## config.mk

```make
export PLATFORM = sky130hd
export DESIGN_NAME = sensor_channel_staleness_watchdog
export DESIGN_NICKNAME = d
export VERILOG_FILES = /design/src/hw/rtl/scsw_pkg.sv /design/src/hw/rtl/scsw_ram.sv /design/src/hw/rtl/scsw_csr.sv /design/src/hw/rtl/scsw_ctrl.sv /design/src/hw/rtl/scsw_dp.sv /design/src/hw/rtl/sensor_channel_staleness_watchdog.sv
export SDC_FILE = /design/constraint.sdc
export NUM_CORES = 2
export LEC_CHECK = 0
export BUFFER_PORTS_ARGS = -buffer_cell sky130_fd_sc_hd__buf_2
export CAP_MARGIN = 20
export CORE_ASPECT_RATIO = 1.2
export CORE_MARGIN = 8
export CORE_UTILIZATION = 30
export CTS_CLUSTER_SIZE = 40
export DETAILED_ROUTE_END_ITERATION = 8
export PLACE_DENSITY = 0.54
export SLEW_MARGIN = 20
export SYNTH_ARGS = -nofsm -noshare
export SYNTH_HDL_FRONTEND = slang
export SYNTH_SLANG_ARGS = --single-unit
```

## constraint.sdc

```tcl
create_clock -name clock -period 4.8 [get_ports clock]
set_input_delay 0.48 -clock clock [delete_from_list [all_inputs] [get_ports clock]]
set_output_delay 0.48 -clock clock [all_outputs]
set_load 0.05 [all_outputs]
```

## src/hw/rtl/scsw_pkg.sv

```systemverilog
// Shared types, constants and the position-to-chip mapping for the
// sensor channel staleness watchdog. No dependencies.
`timescale 1ns / 1ps

package scsw_pkg;

   localparam int CHIP_COUNT = 32;
   localparam int CHIP_W     = 5;
   localparam int MAX_SLOTS  = 2;

   // action codes
   localparam logic [1:0] ACT_UPDATE  = 2'd0;
   localparam logic [1:0] ACT_TICK    = 2'd1;
   localparam logic [1:0] ACT_RESTART = 2'd2;

   // unreliable_event codes
   localparam logic [1:0] EV_NONE       = 2'd0;
   localparam logic [1:0] EV_UNRELIABLE = 2'd1;
   localparam logic [1:0] EV_RELIABLE   = 2'd2;

   // register indexes
   localparam logic [1:0] REG_SLOT_ENABLE = 2'd0;
   localparam logic [1:0] REG_LIMIT       = 2'd1;
   localparam logic [1:0] REG_TRIGGER     = 2'd2;

   localparam logic [1:0]  SLOT_ENABLE_RESET = 2'd3;
   localparam logic [31:0] LIMIT_RESET_MS    = 32'd20000;
   localparam logic [31:0] TRIGGER_RESET_MS  = 32'd30000;

   localparam logic [3:0] POS_DIE_MAP [2][8] = '{
      '{4'd13, 4'd15, 4'd9, 4'd11, 4'd5, 4'd7, 4'd1, 4'd3},
      '{4'd2, 4'd0, 4'd6, 4'd4, 4'd10, 4'd8, 4'd14, 4'd12}
   };

   typedef struct packed {
      logic [1:0]  action;
      logic        slot;
      logic [5:0]  position;
      logic [31:0] time_ms;
   } req_payload_type;

   typedef struct packed {
      logic        report_slot;
      logic [31:0] overdue_mask;
      logic [31:0] report_time;
      logic        unreliable;
      logic [1:0]  unreliable_event;
      logic        last;
   } rsp_payload_type;

   typedef enum logic [3:0] {
      ST_IDLE,
      ST_DISPATCH,
      ST_UPDATE,
      ST_RESTART,
      ST_SLOT,
      ST_READ,
      ST_DRAIN,
      ST_APPLY,
      ST_EMIT
   } ctrl_state_type;

   typedef struct packed {
      logic              load;
      logic              update;
      logic              restart;
      logic              scan_clear;
      logic              rd_en;
      logic              apply;
      logic              emit;
      logic              slot;
      logic [CHIP_W-1:0] chip;
   } ctrl_cmd_type;

   typedef struct packed {
      logic [1:0]           action;
      logic                 pipe_busy;
      logic                 out_free;
      logic [MAX_SLOTS-1:0] pend;
   } dp_status_type;

   // die = table entry + 16 * (3 - position[4:3]); chip folds die bit 1 into bit 0
   function automatic logic [CHIP_W-1:0] chip_of_position(input logic [5:0] pos);
      logic [3:0] die_low;
      logic [1:0] die_high;
      logic [5:0] die;
      die_low  = POS_DIE_MAP[pos[5]][pos[2:0]];
      die_high = 2'd3 - pos[4:3];
      die      = {die_high, die_low};
      return {die[5:2], die[1] ^ die[0]};
   endfunction

endpackage

```

## src/hw/rtl/scsw_ram.sv

```systemverilog
// Generic single-write, single-read RAM with registered read data.
// No dependencies.
`timescale 1ns / 1ps

module scsw_ram #(
   parameter int WIDTH = 32,
   parameter int DEPTH = 64
) (
   input  logic                     clock,
   input  logic                     wr_en,
   input  logic [$clog2(DEPTH)-1:0] wr_addr,
   input  logic [WIDTH-1:0]         wr_data,
   input  logic                     rd_en,
   input  logic [$clog2(DEPTH)-1:0] rd_addr,
   output logic [WIDTH-1:0]         rd_data
);

   logic [WIDTH-1:0] mem_ff [DEPTH];
   logic [WIDTH-1:0] rd_data_ff;

   always_ff @(posedge clock) begin
      if (wr_en) begin
         mem_ff[wr_addr] <= wr_data;
      end
      if (rd_en) begin
         rd_data_ff <= mem_ff[rd_addr];
      end
   end

   assign rd_data = rd_data_ff;

endmodule

```

## src/hw/rtl/scsw_csr.sv

```systemverilog
// APB-style configuration registers: slot enable, limit and trigger ages.
// Depends on scsw_pkg.
`timescale 1ns / 1ps

module scsw_csr (
   input  logic        clock,
   input  logic        reset,
   input  logic        psel,
   input  logic        penable,
   input  logic        pwrite,
   input  logic [3:0]  paddr,
   input  logic [31:0] pwdata,
   output logic [31:0] prdata,
   output logic        pready,
   output logic [1:0]  slot_enable,
   output logic [31:0] limit_ms,
   output logic [31:0] trigger_ms
);
   import scsw_pkg::*;

   logic [1:0]  slot_enable_ff, slot_enable_in;
   logic [31:0] limit_ff, limit_in;
   logic [31:0] trigger_ff, trigger_in;
   logic        wr_en;

   assign wr_en = psel && penable && pwrite;

   always_comb begin
      slot_enable_in = slot_enable_ff;
      limit_in       = limit_ff;
      trigger_in     = trigger_ff;
      if (wr_en) begin
         case (paddr[3:2])
            REG_SLOT_ENABLE: slot_enable_in = pwdata[1:0];
            REG_LIMIT:       limit_in       = pwdata;
            REG_TRIGGER:     trigger_in     = pwdata;
            default:         ;
         endcase
      end
   end

   always_ff @(posedge clock) begin
      if (reset) begin
         slot_enable_ff <= SLOT_ENABLE_RESET;
         limit_ff       <= LIMIT_RESET_MS;
         trigger_ff     <= TRIGGER_RESET_MS;
      end else begin
         slot_enable_ff <= slot_enable_in;
         limit_ff       <= limit_in;
         trigger_ff     <= trigger_in;
      end
   end

   always_comb begin
      case (paddr[3:2])
         REG_SLOT_ENABLE: prdata = {30'b0, slot_enable_ff};
         REG_LIMIT:       prdata = limit_ff;
         REG_TRIGGER:     prdata = trigger_ff;
         default:         prdata = 32'b0;
      endcase
   end

   assign pready      = 1'b1;
   assign slot_enable = slot_enable_ff;
   assign limit_ms    = limit_ff;
   assign trigger_ms  = trigger_ff;

endmodule

```

## src/hw/rtl/scsw_ctrl.sv

```systemverilog
// Sequencer: dispatches each transaction, walks slots and chips for a tick
// and hands reports to the datapath. Depends on scsw_pkg.
`timescale 1ns / 1ps

module scsw_ctrl #(
   parameter int SLOT_COUNT = 2
) (
   input  logic                    clock,
   input  logic                    reset,
   input  logic                    req_valid,
   output logic                    req_stall,
   input  logic [1:0]              slot_enable,
   input  scsw_pkg::dp_status_type status,
   output scsw_pkg::ctrl_cmd_type  cmd
);
   import scsw_pkg::*;

   localparam logic              SLOT_LAST = 1'(SLOT_COUNT - 1);
   localparam logic [CHIP_W-1:0] CHIP_LAST = CHIP_W'(CHIP_COUNT - 1);

   ctrl_state_type    state_ff, state_in;
   logic              slot_ff, slot_in;
   logic [CHIP_W-1:0] chip_ff, chip_in;

   always_ff @(posedge clock) begin
      if (reset) begin
         state_ff <= ST_IDLE;
         slot_ff  <= 1'b0;
         chip_ff  <= '0;
      end else begin
         state_ff <= state_in;
         slot_ff  <= slot_in;
         chip_ff  <= chip_in;
      end
   end

   always_comb begin
      state_in  = state_ff;
      slot_in   = slot_ff;
      chip_in   = chip_ff;
      cmd       = '0;
      cmd.slot  = slot_ff;
      cmd.chip  = chip_ff;
      req_stall = 1'b1;
      case (state_ff)
         ST_IDLE: begin
            req_stall = 1'b0;
            if (req_valid) begin
               cmd.load = 1'b1;
               state_in = ST_DISPATCH;
            end
         end
         ST_DISPATCH: begin
            slot_in = 1'b0;
            case (status.action)
               ACT_UPDATE:  state_in = ST_UPDATE;
               ACT_TICK:    state_in = ST_SLOT;
               ACT_RESTART: state_in = ST_RESTART;
               default:     state_in = ST_IDLE;
            endcase
         end
         ST_UPDATE: begin
            cmd.update = 1'b1;
            state_in   = ST_EMIT;
         end
         ST_RESTART: begin
            cmd.restart = 1'b1;
            state_in    = ST_EMIT;
         end
         ST_SLOT: begin
            if (slot_enable[slot_ff]) begin
               cmd.scan_clear = 1'b1;
               chip_in        = '0;
               state_in       = ST_READ;
            end else if (slot_ff == SLOT_LAST) begin
               slot_in  = 1'b0;
               state_in = ST_EMIT;
            end else begin
               slot_in = slot_ff + 1'b1;
            end
         end
         ST_READ: begin
            cmd.rd_en = 1'b1;
            chip_in   = chip_ff + 1'b1;
            if (chip_ff == CHIP_LAST) begin
               state_in = ST_DRAIN;
            end
         end
         ST_DRAIN: begin
            if (!status.pipe_busy) begin
               state_in = ST_APPLY;
            end
         end
         ST_APPLY: begin
            cmd.apply = 1'b1;
            if (slot_ff == SLOT_LAST) begin
               slot_in  = 1'b0;
               state_in = ST_EMIT;
            end else begin
               slot_in  = slot_ff + 1'b1;
               state_in = ST_SLOT;
            end
         end
         ST_EMIT: begin
            // one pending report per slot, in slot order
            if (!status.pend[slot_ff] || status.out_free) begin
               cmd.emit = status.pend[slot_ff];
               if (slot_ff == SLOT_LAST) begin
                  slot_in  = 1'b0;
                  state_in = ST_IDLE;
               end else begin
                  slot_in = slot_ff + 1'b1;
               end
            end
         end
         default: state_in = ST_IDLE;
      endcase
   end

endmodule

```

## src/hw/rtl/scsw_dp.sv

```systemverilog
// Datapath: last-seen RAM with valid bits, age pipeline, overdue marks,
// warning state and the report output register.
// Depends on scsw_pkg and scsw_ram.
`timescale 1ns / 1ps

module scsw_dp #(
   parameter int SLOT_COUNT = 2
) (
   input  logic                      clock,
   input  logic                      reset,
   input  scsw_pkg::ctrl_cmd_type    cmd,
   output scsw_pkg::dp_status_type   status,
   input  scsw_pkg::req_payload_type req_data,
   input  logic [31:0]               limit_ms,
   input  logic [31:0]               trigger_ms,
   output logic                      rsp_valid,
   input  logic                      rsp_stall,
   output scsw_pkg::rsp_payload_type rsp_data
);
   import scsw_pkg::*;

   localparam int DEPTH  = SLOT_COUNT * CHIP_COUNT;
   localparam int ADDR_W = $clog2(DEPTH);
   localparam logic [MAX_SLOTS-1:0] PEND_ALL = MAX_SLOTS'((1 << SLOT_COUNT) - 1);

   req_payload_type in_ff;
   logic [DEPTH-1:0] valid_ff, valid_in;
   logic [31:0] base_ff, base_in;
   logic [SLOT_COUNT-1:0][CHIP_COUNT-1:0] marks_ff, marks_in;
   logic [MAX_SLOTS-1:0] warn_ff, warn_in;
   logic flag_ff, flag_in;
   logic [MAX_SLOTS-1:0] pend_ff, pend_in;
   logic p1_valid_ff, p2_valid_ff;
   logic p1_vbit_ff;
   logic [CHIP_W-1:0] p1_chip_ff, p2_chip_ff;
   logic [31:0] age_ff;
   logic hit_ff, hit_in;
   logic [CHIP_COUNT-1:0] cand_ff, cand_in;
   logic rsp_valid_ff, rsp_valid_in;
   rsp_payload_type rsp_data_ff, rsp_data_in;

   logic [CHIP_W-1:0] upd_chip;
   logic upd_slot_ok;
   logic [ADDR_W-1:0] upd_addr, rd_addr;
   logic [31:0] rd_data, seen_time;
   logic [CHIP_COUNT-1:0] emit_mask;
   logic [MAX_SLOTS-1:0] warn_next;
   logic flag_next;
   logic [1:0] ev;
   logic out_free;

   assign upd_chip    = chip_of_position(in_ff.position);
   assign upd_slot_ok = {1'b0, in_ff.slot} < 2'(SLOT_COUNT);
   assign upd_addr    = ADDR_W'({in_ff.slot, upd_chip});
   assign rd_addr     = ADDR_W'({cmd.slot, cmd.chip});

   scsw_ram #(
      .WIDTH(32),
      .DEPTH(DEPTH)
   ) u_last_seen (
      .clock  (clock),
      .wr_en  (cmd.update && upd_slot_ok),
      .wr_addr(upd_addr),
      .wr_data(in_ff.time_ms),
      .rd_en  (cmd.rd_en),
      .rd_addr(rd_addr),
      .rd_data(rd_data)
   );

   // entries not written since the last restart (or reset) hold the base time
   assign seen_time = p1_vbit_ff ? rd_data : base_ff;
   assign out_free  = !rsp_valid_ff || !rsp_stall;

   always_comb begin
      emit_mask = marks_ff[cmd.slot];
      warn_next = warn_ff;
      flag_next = flag_ff;
      ev        = EV_NONE;
      if (emit_mask == '0) begin
         warn_next[cmd.slot] = 1'b0;
         if (flag_ff && warn_next == '0) begin
            flag_next = 1'b0;
            ev        = EV_RELIABLE;
         end
      end else begin
         warn_next[cmd.slot] = 1'b1;
         if (!flag_ff) begin
            flag_next = 1'b1;
            ev        = EV_UNRELIABLE;
         end
      end
   end

   always_comb begin
      valid_in     = valid_ff;
      base_in      = base_ff;
      marks_in     = marks_ff;
      warn_in      = warn_ff;
      flag_in      = flag_ff;
      pend_in      = pend_ff;
      hit_in       = hit_ff;
      cand_in      = cand_ff;
      rsp_valid_in = rsp_valid_ff;
      rsp_data_in  = rsp_data_ff;

      if (cmd.load) begin
         pend_in = '0;
      end
      if (cmd.update && upd_slot_ok) begin
         valid_in[upd_addr] = 1'b1;
         if (marks_ff[in_ff.slot][upd_chip]) begin
            marks_in[in_ff.slot][upd_chip] = 1'b0;
            pend_in[in_ff.slot]            = 1'b1;
         end
      end
      if (cmd.restart) begin
         valid_in = '0;
         base_in  = in_ff.time_ms;
         marks_in = '0;
         pend_in  = PEND_ALL;
      end

      if (cmd.scan_clear) begin
         hit_in  = 1'b0;
         cand_in = '0;
      end else if (p2_valid_ff) begin
         if (age_ff >= trigger_ms) begin
            hit_in = 1'b1;
         end
         if (age_ff > limit_ms) begin
            cand_in[p2_chip_ff] = 1'b1;
         end
      end

      if (cmd.apply && hit_ff) begin
         marks_in[cmd.slot] = marks_ff[cmd.slot] | cand_ff;
         pend_in[cmd.slot]  = |(cand_ff & ~marks_ff[cmd.slot]);
      end

      if (cmd.emit) begin
         warn_in                      = warn_next;
         flag_in                      = flag_next;
         pend_in[cmd.slot]            = 1'b0;
         rsp_valid_in                 = 1'b1;
         rsp_data_in.report_slot      = cmd.slot;
         rsp_data_in.overdue_mask     = emit_mask;
         rsp_data_in.report_time      = in_ff.time_ms;
         rsp_data_in.unreliable       = flag_next;
         rsp_data_in.unreliable_event = ev;
         // final report when no later slot still waits
         rsp_data_in.last             = (cmd.slot == 1'b1) || !pend_ff[1];
      end else if (rsp_valid_ff && !rsp_stall) begin
         rsp_valid_in = 1'b0;
      end
   end

   always_ff @(posedge clock) begin
      if (reset) begin
         valid_ff     <= '0;
         base_ff      <= '0;
         marks_ff     <= '0;
         warn_ff      <= '0;
         flag_ff      <= 1'b0;
         pend_ff      <= '0;
         p1_valid_ff  <= 1'b0;
         p2_valid_ff  <= 1'b0;
         hit_ff       <= 1'b0;
         cand_ff      <= '0;
         rsp_valid_ff <= 1'b0;
      end else begin
         valid_ff     <= valid_in;
         base_ff      <= base_in;
         marks_ff     <= marks_in;
         warn_ff      <= warn_in;
         flag_ff      <= flag_in;
         pend_ff      <= pend_in;
         p1_valid_ff  <= cmd.rd_en;
         p2_valid_ff  <= p1_valid_ff;
         hit_ff       <= hit_in;
         cand_ff      <= cand_in;
         rsp_valid_ff <= rsp_valid_in;
      end
   end

   always_ff @(posedge clock) begin
      if (cmd.load) begin
         in_ff <= req_data;
      end
      p1_vbit_ff  <= valid_ff[rd_addr];
      p1_chip_ff  <= cmd.chip;
      p2_chip_ff  <= p1_chip_ff;
      age_ff      <= in_ff.time_ms - seen_time;
      rsp_data_ff <= rsp_data_in;
   end

   assign status.action    = in_ff.action;
   assign status.pipe_busy = p1_valid_ff || p2_valid_ff;
   assign status.out_free  = out_free;
   assign status.pend      = pend_ff;

   assign rsp_valid = rsp_valid_ff;
   assign rsp_data  = rsp_data_ff;

endmodule

```

## src/hw/rtl/sensor_channel_staleness_watchdog.sv

```systemverilog
// Staleness watchdog for temperature-sensor channels, 32 chips per slot.
// req channel: one transaction per event (sensor update, tick, restart);
//    req_stall is low only while the block is idle.
// rsp channel: overdue reports, at most one per slot per transaction,
//    flagged last on the final one; an output register holds each report.
// APB port: slot_enable at 0x0, limit_ms at 0x4, trigger_ms at 0x8.
// Sequence per transaction, from acceptance until the block is idle:
//    update and restart each do one datapath step, then the report pass;
//    an unknown action returns straight to idle; a tick sets up each
//    enabled slot, reads its 32 chips from the last-seen RAM, drains the
//    age pipeline and applies the marks, skips disabled slots, then runs
//    the report pass. The single read port of the last-seen RAM paces the
//    tick. A receiver holding rsp_stall on a report lengthens a transaction.
// Reset: every channel reads as seen at time 0, all marks and the
//    unreliable flag clear, registers return to their defaults. There is
//    no clearing pass; valid bits cover the RAM.
// While rsp_stall is high the waiting report holds and the sequencer
//    waits before issuing the next one; a new transaction is taken once
//    the sequencer has handed off its last report.
// Depends on scsw_pkg, scsw_csr, scsw_ctrl, scsw_dp, scsw_ram.
`timescale 1ns / 1ps

module sensor_channel_staleness_watchdog #(
   parameter int SLOT_COUNT = 2
) (
   input  logic                      clock,
   input  logic                      reset,
   input  logic                      req_valid,
   output logic                      req_stall,
   input  scsw_pkg::req_payload_type req_data,
   output logic                      rsp_valid,
   input  logic                      rsp_stall,
   output scsw_pkg::rsp_payload_type rsp_data,
   input  logic                      psel,
   input  logic                      penable,
   input  logic                      pwrite,
   input  logic [3:0]                paddr,
   input  logic [31:0]               pwdata,
   output logic [31:0]               prdata,
   output logic                      pready
);
   import scsw_pkg::*;

   logic [1:0]    slot_enable;
   logic [31:0]   limit_ms;
   logic [31:0]   trigger_ms;
   ctrl_cmd_type  cmd;
   dp_status_type status;

   scsw_csr u_csr (
      .clock      (clock),
      .reset      (reset),
      .psel       (psel),
      .penable    (penable),
      .pwrite     (pwrite),
      .paddr      (paddr),
      .pwdata     (pwdata),
      .prdata     (prdata),
      .pready     (pready),
      .slot_enable(slot_enable),
      .limit_ms   (limit_ms),
      .trigger_ms (trigger_ms)
   );

   scsw_ctrl #(
      .SLOT_COUNT(SLOT_COUNT)
   ) u_ctrl (
      .clock      (clock),
      .reset      (reset),
      .req_valid  (req_valid),
      .req_stall  (req_stall),
      .slot_enable(slot_enable),
      .status     (status),
      .cmd        (cmd)
   );

   scsw_dp #(
      .SLOT_COUNT(SLOT_COUNT)
   ) u_dp (
      .clock     (clock),
      .reset     (reset),
      .cmd       (cmd),
      .status    (status),
      .req_data  (req_data),
      .limit_ms  (limit_ms),
      .trigger_ms(trigger_ms),
      .rsp_valid (rsp_valid),
      .rsp_stall (rsp_stall),
      .rsp_data  (rsp_data)
   );

endmodule

```

==> flow_summary.json <==
{
  "final_max_slew_viol_count": 0,
  "worstPathCellList": "buf_4 > mux2i_1 > ha_1 > a21oi_1 > o21ai_0 > o41a_1 > a32oi_1 > o2111ai_1 > a221o_1 > a21oi_1 > xnor2_1",
  "drc": 0,
  "syn_inst": 4992,
  "fillers": 30300,
  "final.setup.worst_slack_ns": 0.889,
  "tightest_slew_ns": 1.11,
  "final_cell_mix": "2190 x edfxtp_1, 704 x mux4_2, 313 x dfxtp_1, 292 x clkbuf_16, 227 x nand2_1",
  "die_area_um2": 347000,
  "cp.required_ns": 5.62,
  "vias": 52200,
  "grt_overflow": 0,
  "preCtsSetupSlack_ns": 1.04,
  "htree_levels": 5,
  "finalPower_uw": 50100,
  "crit_path_start": "u_dp.p1_vbit_ff",
  "cpPeakStageDelay_ns": 0.65,
  "antenna_found_initial": 41,
  "synth_ff_type": "edfxtp_1",
  "nets": 5672,
  "cts_tree": "yes",
  "ant_nets": 0,
  "relSlewSlack_pct": 26.2,
  "hold_ws_ns": 0.113,
  "ys_warn_count": 0,
  "area_growth_pct": 18.0,
  "syn_nets": 5174,
  "cap_violations": 0,
  "cts_resized": 0,
  "track_usage_pct": 16.4,
  "finalCritPeriodShare_pct": 81.5,
  "cp.arrival_ns": 4.73,
  "synth-edff-count": 2190,
  "syn_avg_cell_area_um2": 19.7,
  "finalSetupTns_ns": 0,
  "period_needed_ns": 3.91,
  "crit_path_frequent_cell": "a21oi_1",
  "final_hold_viol_count": 0,
  "critPathBufInv": 1,
  "r2r_end": "u_dp.age_ff[29]",
  "rrSetupSlack_ns": 0.89,
  "ioPinCount": 188,
  "cp_slowest_cell": "dfxtp_2",
  "syn-cell-area_um2": 98500,
  "cp_max_fo": 13,
  "crit_family": "compound AO/OA/AOI/OAI gates",
  "min_to": "u_csr.slot_enable[1]",
  "clk_latency_ns": 0.93,
  "timing.rr.start": "u_dp.p1_vbit_ff",
  "rows": 230,
  "hold_start": "penable",
  "fp.dieW_um": 539,
  "power-per-cell-area_nw_per_um2": 431,
  "cts-buffers-inserted": 284,
  "whs_path_depth": 4,
  "dp_hpwl_um": 178000,
  "worstSetupStartpointType": "flip-flop",
  "worst-setup-path-type": "reg2reg",
  "avgViaCountPerCell": 5.23,
  "reg2reg_depth": 11,
  "cts_sinks": 2510,
  "drt_iter0_drc": 5862,
  "p_leak_uw": 0.0359,
  "grt_max_degree": 92,
  "initial_utilization_pct": 30.1,
  "place.gp.congestion": 0.875,
  "drt_pass1_iterations": 5,
  "fmax_mhz": 256,
  "rsz0062_at_grt": "no",
  "final_common_cell": "edfxtp_1",
  "clock-skew-final_ns": 0.0503,
  "worstSetupEndpointType": "flip-flop",
  "hold_path_class": "in2reg",
  "setup_viol": 0,
  "cts_buffer_depth": 4,
  "ys_ff_latch": 2510,
  "grt_pass1_vias": 53000,
  "grt_pass1_wl_um": 410000,
  "cts.reportedPaths.clkPinSlew_ns": 0.06,
  "synth.distinct_cells": 72,
  "wirelength_um": 295000,
  "hold_buffers": 75,
  "clockRootBuffer": "clkbuf_16",
  "ys_async_sr_fraction_pct": 0,
  "core_area_um2": 327000,
  "peakVddDrop_mv": 0.265,
  "synth-seq-area-share_pct": 73.3,
  "routedWlPerCell_um": 29.5,
  "postCtsSetupRepairBufs": 0,
  "io_buffer_count": 184,
  "status": "finished clean",
  "die_h_um": 644,
  "drive_gt1_share_pct": 28.9
}
## cells by family after synthesis
group           count (synthesis)  synth area share, %
buf+inv                       397                 1.54
fa+ha+maj                      98                 1.25
compound gates                528                 3.67
mux                           788                 17.0
flops                        2510                 73.3
other cells                     1              0.00381
xor+xnor                       34                0.310
simple gates                  636                 2.96
## Yosys cell counts, types with 16 or more instances
cell type     n  area [um2]
edfxtp_1   2190       65800
o21a_1       72         541
nand2_1     228         856
nand3_1      86         430
o21bai_1     35         263
mux2_2       35         394
a21o_1       29         218
mux2i_1      48         480
ha_1         97        1210
o22ai_1      56         350
a21oi_1     148         741
inv_1       112         420
o21ai_0      37         185
nor2_1      131         492
nor3_1       75         375
mux4_2      704       15900
clkbuf_1    223         837
dfxtp_1     320        6410
a22o_1       63         552
buf_1        47         176
nor4_1       16         100
nand4_1      21         131
xnor2_1      24         210
## worst reg2reg max path: cells and delay by family (launching register included)
family | cells | cell delay (ns)
AO/OA/AOI/OAI | 7 | 1.90
XOR/XNOR | 1 | 0.16
adder cells (fa/ha/maj) | 1 | 0.37
buffers and inverters | 1 | 0.34
flip-flops | 1 | 0.65
multiplexers | 1 | 0.39
## report_power, final
| group | leakage, uW | internal [uW] | switching [uW] |
|---|---|---|---|
| sequential | 0.0223 | 24700 | 544 |
| clock | 0.00433 | 12400 | 8460 |
| combinational | 0.00927 | 1160 | 2780 |
## registers in the layout, indices dropped and copies added, names as in the netlist, 32 cells and up, named ones only
register                  count
u_csr.limit_ms               32
u_csr.trigger_ms             32
u_dp.age_ff                  32
u_dp.base_ff                 32
u_dp.cand_ff                 32
u_dp.in_ff                   39
u_dp.marks_ff                64
u_dp.rsp_data                69
u_dp.u_last_seen.mem_ff    2048
u_dp.u_last_seen.rd_data     32
u_dp.valid_ff                64
## metrics by stage
step                utilization [%]  cell area, um2  std cells
finish                         35.6          116000       9990
global route                   35.5          116000       9982
CTS                            35.5          116000       9979
detailed placement             32.6          107000       9421
global placement               32.6          107000       9420
floorplan                         -           98500       4992
## metal layers
| layer | routed length (um) | share of wire [%] | track usage (%) | vias up |
|---|---|---|---|---|
| li1 | - | - | - | 21500 |
| met1 | 123000 | 42 | 21.8 | 28200 |
| met2 | 141000 | 48 | 27.0 | 2064 |
| met3 | 21000 | 7.1 | 3.32 | 434 |
| met4 | 9980 | 3.4 | 5.31 | 4 |
| met5 | 27 | 0.0092 | 0 | - |
## final cells by class
type / instances / area [um2] / area share, %
clock buffer: 366 / 7750 / 6.67
antenna: 11 / 27.5 / 0.0237
multi-input combinational: 2085 / 25400 / 21.8
tap: 4292 / 5370 / 4.62
timing repair buffer: 497 / 4020 / 3.46
sequential: 2510 / 72200 / 62.1
clock inverter: 117 / 1080 / 0.926
inverter: 112 / 422 / 0.363
## worst max path at each step
stage | to | slack (ns) | cells after the start
2_1_floorplan | u_dp.u_last_seen.mem_ff[21][0] | 1.11 | 7
3_3_place_gp | u_dp.u_last_seen.mem_ff[60][30] | 1.02 | 5
3_5_place_dp | u_dp.age_ff[29] | 1.04 | 11
4_1_cts | u_dp.age_ff[29] | 1.02 | 11
5_1_grt | u_dp.age_ff[28] | 0.69 | 11
6_report | u_dp.age_ff[29] | 0.89 | 11
(Power assumes the default switching activity.)
